$ cat config.mk
export PLATFORM = sky130hd
export DESIGN_NAME = hee_log2
export DESIGN_NICKNAME = d
export VERILOG_FILES = /design/src/rtl/histogram_entropy_engine_core_macros.svh /design/src/rtl/hee_pkg.sv /design/src/rtl/hee_log2.sv
export SDC_FILE = /design/constraint.sdc
export NUM_CORES = 2
export LEC_CHECK = 0
export ABC_CLOCK_PERIOD_IN_PS = 7000
export BUFFER_PORTS_ARGS = -buffer_cell sky130_fd_sc_hd__buf_4
export CELL_PAD_IN_SITES_DETAIL_PLACEMENT = 1
export CELL_PAD_IN_SITES_GLOBAL_PLACEMENT = 1
export CORE_MARGIN = 3
export CORE_UTILIZATION = 48
export CTS_BUF_LIST = sky130_fd_sc_hd__clkbuf_4 sky130_fd_sc_hd__clkbuf_8 sky130_fd_sc_hd__clkbuf_16
export CTS_CLUSTER_SIZE = 14
export DETAILED_ROUTE_END_ITERATION = 16
export PLACE_DENSITY = 0.82
export SYNTH_ARGS = -nofsm -noshare
export SYNTH_HDL_FRONTEND = slang
export SYNTH_SLANG_ARGS = --single-unit
$ cat constraint.sdc
create_clock -name i_clk -period 7 [get_ports i_clk]
set_input_delay 1.4 -clock i_clk [delete_from_list [all_inputs] [get_ports i_clk]]
set_output_delay 1.4 -clock i_clk [all_outputs]
set_load 0.02 [all_outputs]
$ cat src/rtl/histogram_entropy_engine_core_macros.svh
// ----------------------------------------------------------------------------
// histogram entropy engine assertion macros
// shared property shapes, clocked on i_clk with reset i_rst_n
// ----------------------------------------------------------------------------
`ifndef HISTOGRAM_ENTROPY_ENGINE_CORE_MACROS_SVH
`define HISTOGRAM_ENTROPY_ENGINE_CORE_MACROS_SVH

// same-cycle implication
`define HEE_ASSERT_NOW(lbl, ante, cons, msg) \
    lbl: assert property (@(posedge i_clk) disable iff (!i_rst_n) \
        (ante) |-> (cons)) else $error(msg);

// next-cycle implication
`define HEE_ASSERT_NEXT(lbl, ante, cons, msg) \
    lbl: assert property (@(posedge i_clk) disable iff (!i_rst_n) \
        (ante) |=> (cons)) else $error(msg);

`endif

$ cat src/rtl/hee_pkg.sv
// ----------------------------------------------------------------------------
// hee_pkg
// shared codes and constants of the histogram entropy engine
// ----------------------------------------------------------------------------
`default_nettype none

package hee_pkg;

    parameter int LOG_FRAC_BITS = 30;
    parameter int ENT_W         = 27;
    parameter logic [31:0] LN2_Q32 = 32'd2977044472;
    parameter logic [ENT_W-1:0] ENT_MAX = 27'h7FF_FFFF;

    typedef enum logic [1:0] {
        ST_OK         = 2'd0,
        ST_ZERO_WIDTH = 2'd1,
        ST_NO_SAMPLES = 2'd2
    } t_status;

    typedef enum logic [1:0] {
        CFG_RANGE_MIN = 2'd0,
        CFG_RANGE_MAX = 2'd1,
        CFG_BIN_COUNT = 2'd2
    } t_cfg_idx;

endpackage

`default_nettype wire

$ cat src/rtl/hee_log2.sv
// ----------------------------------------------------------------------------
// hee_log2
// iterative log2 unit: normalizes one bit a cycle, then one squaring a cycle
// ----------------------------------------------------------------------------
`default_nettype none

module hee_log2 #(
    parameter int CW = 32
) (
    input  wire logic                                      i_clk,
    input  wire logic                                      i_rst_n,
    input  wire logic                                      i_start,
    input  wire logic [CW-1:0]                             i_x,
    output logic                                           o_done,
    output logic [$clog2(CW)+hee_pkg::LOG_FRAC_BITS-1:0]   o_log
);

    localparam int EW = $clog2(CW);
    localparam int FB = hee_pkg::LOG_FRAC_BITS;

    typedef enum logic [1:0] {L_IDLE, L_NORM, L_SQ} t_lstate;

    t_lstate           r_state;
    logic              r_done;
    logic [CW+31:0]    r_n;
    logic [EW-1:0]     r_e;
    logic [31:0]       r_m;
    logic [FB-1:0]     r_f;
    logic [4:0]        r_k;

    logic [63:0]       w_prod;
    logic [32:0]       w_t;

    assign w_prod = 64'(r_m) * 64'(r_m);
    assign w_t    = w_prod[63:31];

    always_ff @(posedge i_clk) begin
        if (!i_rst_n) begin
            r_state <= L_IDLE;
            r_done  <= 1'b0;
        end else begin
            unique case (r_state)
                L_IDLE: begin
                    if (i_start) begin
                        r_f <= '0;
                        if (i_x == '0) begin
                            r_e    <= '0;
                            r_done <= 1'b1;
                        end else begin
                            r_done  <= 1'b0;
                            r_n     <= {i_x, 32'b0};
                            r_e     <= EW'(CW - 1);
                            r_state <= L_NORM;
                        end
                    end
                end
                L_NORM: begin
                    if (r_n[CW+31]) begin
                        r_m     <= r_n[CW+31 -: 32];
                        r_k     <= '0;
                        r_state <= L_SQ;
                    end else begin
                        r_n <= {r_n[CW+30:0], 1'b0};
                        r_e <= r_e - 1'b1;
                    end
                end
                L_SQ: begin
                    r_m <= w_t[32] ? w_t[32:1] : w_t[31:0];
                    r_f <= {r_f[FB-2:0], w_t[32]};
                    r_k <= r_k + 1'b1;
                    if (r_k == 5'(FB - 1)) begin
                        r_done  <= 1'b1;
                        r_state <= L_IDLE;
                    end
                end
                default: r_state <= L_IDLE;
            endcase
        end
    end

    assign o_done = r_done;
    assign o_log  = {r_e, r_f};

endmodule

`default_nettype wire
Word level (Yosys, flattened, before mapping)
Cells that the tools add are included.
Word-level totals
  flip-flop bits (word level): 139
  input port bits: 35
  output and inout bits: 36
Cells by class
  $add $sub $neg: 2
  multipliers: 1
  eq/ne operators: 8
  mux-type cells: 24
  reductions and logical operators: 12
Operator list (number)
  $mux W64: 3
  $pmux W64 S2: 1
  $mul A32 B32 Y64: 1
  $mux W32: 2
  $pmux W32 S2: 1
  $pmux W30 S2: 1
  $logic_not A32 Y1: 1
  $mux W30: 1
  $mux W5: 4
  $pmux W5 S2: 2
  $reduce_and A4 Y1: 3
  $ne A2 B2 Y1 const B: 5
  $reduce_and A3 Y1: 3
  $mux W2: 4
  $pmux W2 S3: 1
  $reduce_bool A2 Y1: 3
  $add A5 B1 Y5 const B: 1
  $eq A5 B5 Y1 const B: 1
  $reduce_and A5 Y1: 1
  $sub A5 B1 Y5 const B: 1
  $mux W1: 3
  $eq A2 B1 Y1 const B: 1
  $eq A2 B2 Y1 const B: 1
  $logic_not A2 Y1: 1
  $pmux W1 S2: 1

Longest topological paths before layout
  depth after elaboration: 4
  depth in mapped cells: 31
  gate-level depth less buffers: 27

Worst setup path before layout
Ideal clock, no wire load.
  kind: register -> register
  start: register r_m[5]
  end: register r_m[10] (data pin)
  setup time: 0.269 ns
  data arrival time: 7.325 ns
  data required time: 6.731 ns
  setup slack: -0.593 ns
  stages on the path, launching flop included: 30
  buffers on the path: 4
  cells stage by stage: edfxtp_1 > clkbuf_1 > clkbuf_1 > nand2_1 > fa_1 > inv_1 > fa_1 > fa_1 > inv_1 > fa_1 > inv_1 > fa_1 > fa_1 > fa_1 > inv_1 > fa_1 > inv_1 > ha_1 > buf_4 > a21oi_4 > o21ai_1 > a31oi_1 > o21ai_1 > a221oi_2 > o21ai_2 > a41oi_4 > xnor2_4 > buf_4 > mux2i_1 > a21oi_1
On the way
  cells in the longest elaborated chain, start to end: 3
RTL lines
  start: declaration: line hee_log2.sv:27  | logic [31:0] r_m;
  start signal: assignment: line hee_log2.sv:59  | r_m <= r_n[CW+31 -: 32];
  start signal: assignment: line hee_log2.sv:68  | r_m <= w_t[32] ? w_t[32:1] : w_t[31:0];
  $mul A32 B32 Y64: line hee_log2.sv:34  | assign w_prod = 64'(r_m) * 64'(r_m);
  $mux W32: line hee_log2.sv:68
  $pmux W32 S2: line hee_log2.sv:42  | unique case (r_state)
Every way passes these cells.
A chain may end at the register's enable or synchronous reset.

Worst setup path after layout
  start: register r_m[27]
  end: register r_m[30] (data pin)
The elaborated chain is that of the path after synthesis.

==> run_results.csv <==
group,metric,value,unit
run_status,status,"finished with violations",
sta,clock.fmax,105,MHz
grt,grt_pass1_wl,228,mm
place,place_area,41400,µm²
grt,grt_pass1_vias,37900,
floorplan,dieArea,77000,µm²
layout,fin_util,0.616,
layout,fin_area,44500,µm²
layout,ff_latch_area,4080,µm²
layout,drive_gt1_frac,0.248,
clock_network,path_clk_slew,0.07,ns
flow_run,max_cap_viol_count,1,
synth,async_flop_share,0,
place,portBuffers,70,
detailed_routing,vias,33400,
sta,rsz0062_at_grt,"true",
synth,avgSynthCellArea,9.64,µm²
grt,antenna_found_initial,16,
run_status,failed_checks,"max-capacitance violations, max-slew violations, negative setup slack",
sta,maxSlewHeadroom,-0.0225,
synth,synth_area,35400,µm²
floorplan,io_pins,71,
place,detailed_place_hpwl,107,mm
layout,multiInputGateArea,28600,µm²
place,dp_slack,-1.35,ns
detailed_routing,routed_wl,184,mm
synth,synthFlopType,"edfxtp_1",
sta,tightest_slew,1.52,ns
synth,netlist-cell-type-count,76,
synth,synth-seq-cells,137,
clock_network,ctsHoldBuffers,0,
floorplan,initial_utilization,0.490,
worst_setup_path,arrival,9.65,ns
floorplan,rows,98,
detailed_routing,drtIter0Drc,3662,
clock_network,cts_buffer_depth,2,
worst_setup_path,end_kind,"flop",
grt,grtUsageTotal,0.396,
clock_network,root_buffer,"clkbuf_16",
sta,fin_ws,-2.49,ns
layout,final_cell_mix,"inv_1 (958), fa_1 (748), buf_4 (631)",
grt,gr-total-overflow,0,
sta,slew_viol_final,2,
floorplan,die_w,278,µm
layout,final_common_cell,"inv_1",
floorplan,core_area,72200,µm²
clock_network,cts_tree,"done",
grt,grt_start_max_net_pins,65,
sta,fin_crit_sh,1.36,
place,gp_congestion,0.912,
worst_setup_path,cp.required,7.16,ns
min_path,hold_start,"r_n[20]",
synth,yosys_warnings,0,
min_path,hp-class,"flop to flop",
sta,fin_hold_ws,0.558,ns
synth,synth_edf_count,134,
worst_setup_path,r2r_start,"r_m[27]",
layout,fillCellCount,7734,
sta,hold_viol_final,0,
worst_setup_path,critPathLaunch,"r_m[27]",
detailed_routing,routed_via_density,6.39,
worst_setup_path,crit_path_start_kind,"flop",
detailed_routing,antenna_left,0,
clock_network,numCtsBuffers,17,
synth,syn_inst,3671,
worst_setup_path,cp_max_fo,9,
clock_network,clk_latency,0.46,ns
sta,clock_skew,0.0182,ns
clock_network,cts_sinks,137,
detailed_routing,firstDrtPassIters,8,
layout,synthToLayoutAreaGrowth,25.7,%
clock_network,ctsHtreeMaxLevel,4,
detailed_routing,wl_per_cell,35.2,µm
sta,finalCriticalPeriod,9.49,ns
layout,nets,5380,
synth,ys_seq_area_frac,0.115,
detailed_routing,drc,0,
sta,finalSetupViolations,33,
worst_setup_path,crit_type,"flop to flop",
synth,synthesis.nets,4797,
floorplan,die_y,278,µm
-- registers in the layout, indices dropped and copies added (netlist names) --
signal and count:
o_done 1, r_e 5, r_f 30, r_k 5, r_m 32, r_n 62
r_state 2
-- final cells by class --
| type | count | area share |
|---|---|---|
| timing repair buffer | 713 | 0.141 |
| sequential | 137 | 0.0918 |
| multi-input combinational | 2396 | 0.643 |
| clock inverter | 14 | 0.00383 |
| antenna | 10 | 0.000563 |
| tap | 950 | 0.0267 |
| inverter | 989 | 0.0837 |
| clock buffer | 18 | 0.00973 |
-- critical path: stages, from the launching register on --
cell and delay [ns]:
edfxtp_1 0.45, buf_12 0.20, buf_4 0.18, nand2_1 0.15, xor2_1 0.69, ha_1 0.36, o21bai_1 0.42, fa_1 0.60
inv_1 0.11, fa_1 0.38, inv_1 0.22, fa_1 0.50, fa_1 0.46, fa_2 0.60, fa_2 0.47, fa_2 0.61
ha_4 0.23, a21oi_1 0.19, nor2_1 0.11, a211oi_4 0.28, o41ai_4 0.15, a21o_1 0.24, a2111oi_4 0.72, buf_4 0.23
nor2_2 0.05, xor2_1 0.18, mux2i_1 0.23, o21ai_1 0.13
-- path summary, 6_finish.rpt --
kind	slack, ns	end	depth (start not counted)
hold / removal	0.56	r_n[21]	1
hold reg to reg	0.56	r_n[21]	1
setup reg to reg	-2.49	r_m[30]	27
setup / recovery	-2.49	r_m[30]	27
-- cell usage after synthesis, drive strengths merged, types with 3 or more instances --
master | n | area (µm²)
a2111oi | 5 | 62.6
a211o | 4 | 35.0
a211oi | 10 | 80.1
a21boi | 6 | 45.1
a21o | 35 | 263
a21oi | 82 | 433
a311oi | 4 | 35.0
a31o | 9 | 78.8
a31oi | 12 | 75.1
and2 | 260 | 1630
and3 | 37 | 231
buf | 13 | 87.6
clkbuf | 136 | 512
clkinv | 3 | 11.3
dfxtp | 3 | 60.1
edfxtp | 134 | 4020
fa | 791 | 15800
ha | 300 | 3750
inv | 986 | 3700
mux2i | 31 | 310
nand2 | 388 | 1460
nand2b | 6 | 37.5
nand3 | 22 | 110
nand4 | 20 | 131
nor2 | 84 | 315
nor2b | 11 | 68.8
nor3 | 17 | 85.1
nor3b | 3 | 22.5
nor4 | 10 | 62.6
o211ai | 9 | 67.6
o21a | 6 | 45.0
o21ai | 97 | 497
o21bai | 15 | 113
o221ai | 3 | 26.3
o31ai | 3 | 22.5
or2 | 4 | 25.0
or3 | 3 | 18.8
xnor2 | 41 | 378
xor2 | 40 | 350
-- kinds of logic after synthesis --
logic type,count (synthesis),synth area share
compound gates,321,0.0594
xor+xnor,81,0.0206
fa+ha+maj,1091,0.554
buf+inv,1138,0.122
flops,137,0.115
mux,32,0.00909
other cells,1,0.000106
simple gates,870,0.120
-- through the flow --
stage	setup TNS (ns)	cells
global placement	-26.91	5119
CTS	-32.52	5186
floorplan	-10.44	3671
finish	-76.74	5227
global route	-71.92	5221
detailed placement	-38.11	5119
-- metal layers --
layer	GRT usage	up-vias	wire length (µm)
met5	0	-	146
met4	0.357	14	25300
met3	0.0900	1708	22000
met2	0.693	3012	83800
met1	0.391	16500	53000
li1	-	12200	-
-- timing repair --
action,in CTS,in global routing
setup buffers,30,31
pin swaps,54,72
endpoints found under the setup margin,33,33
gates cloned,6,3
gates resized for setup,165,228
hold endpoints to repair,0,0
Power is not shown: default switching activity piles up to over one toggle a cycle in this logic, so the estimate is an artifact.
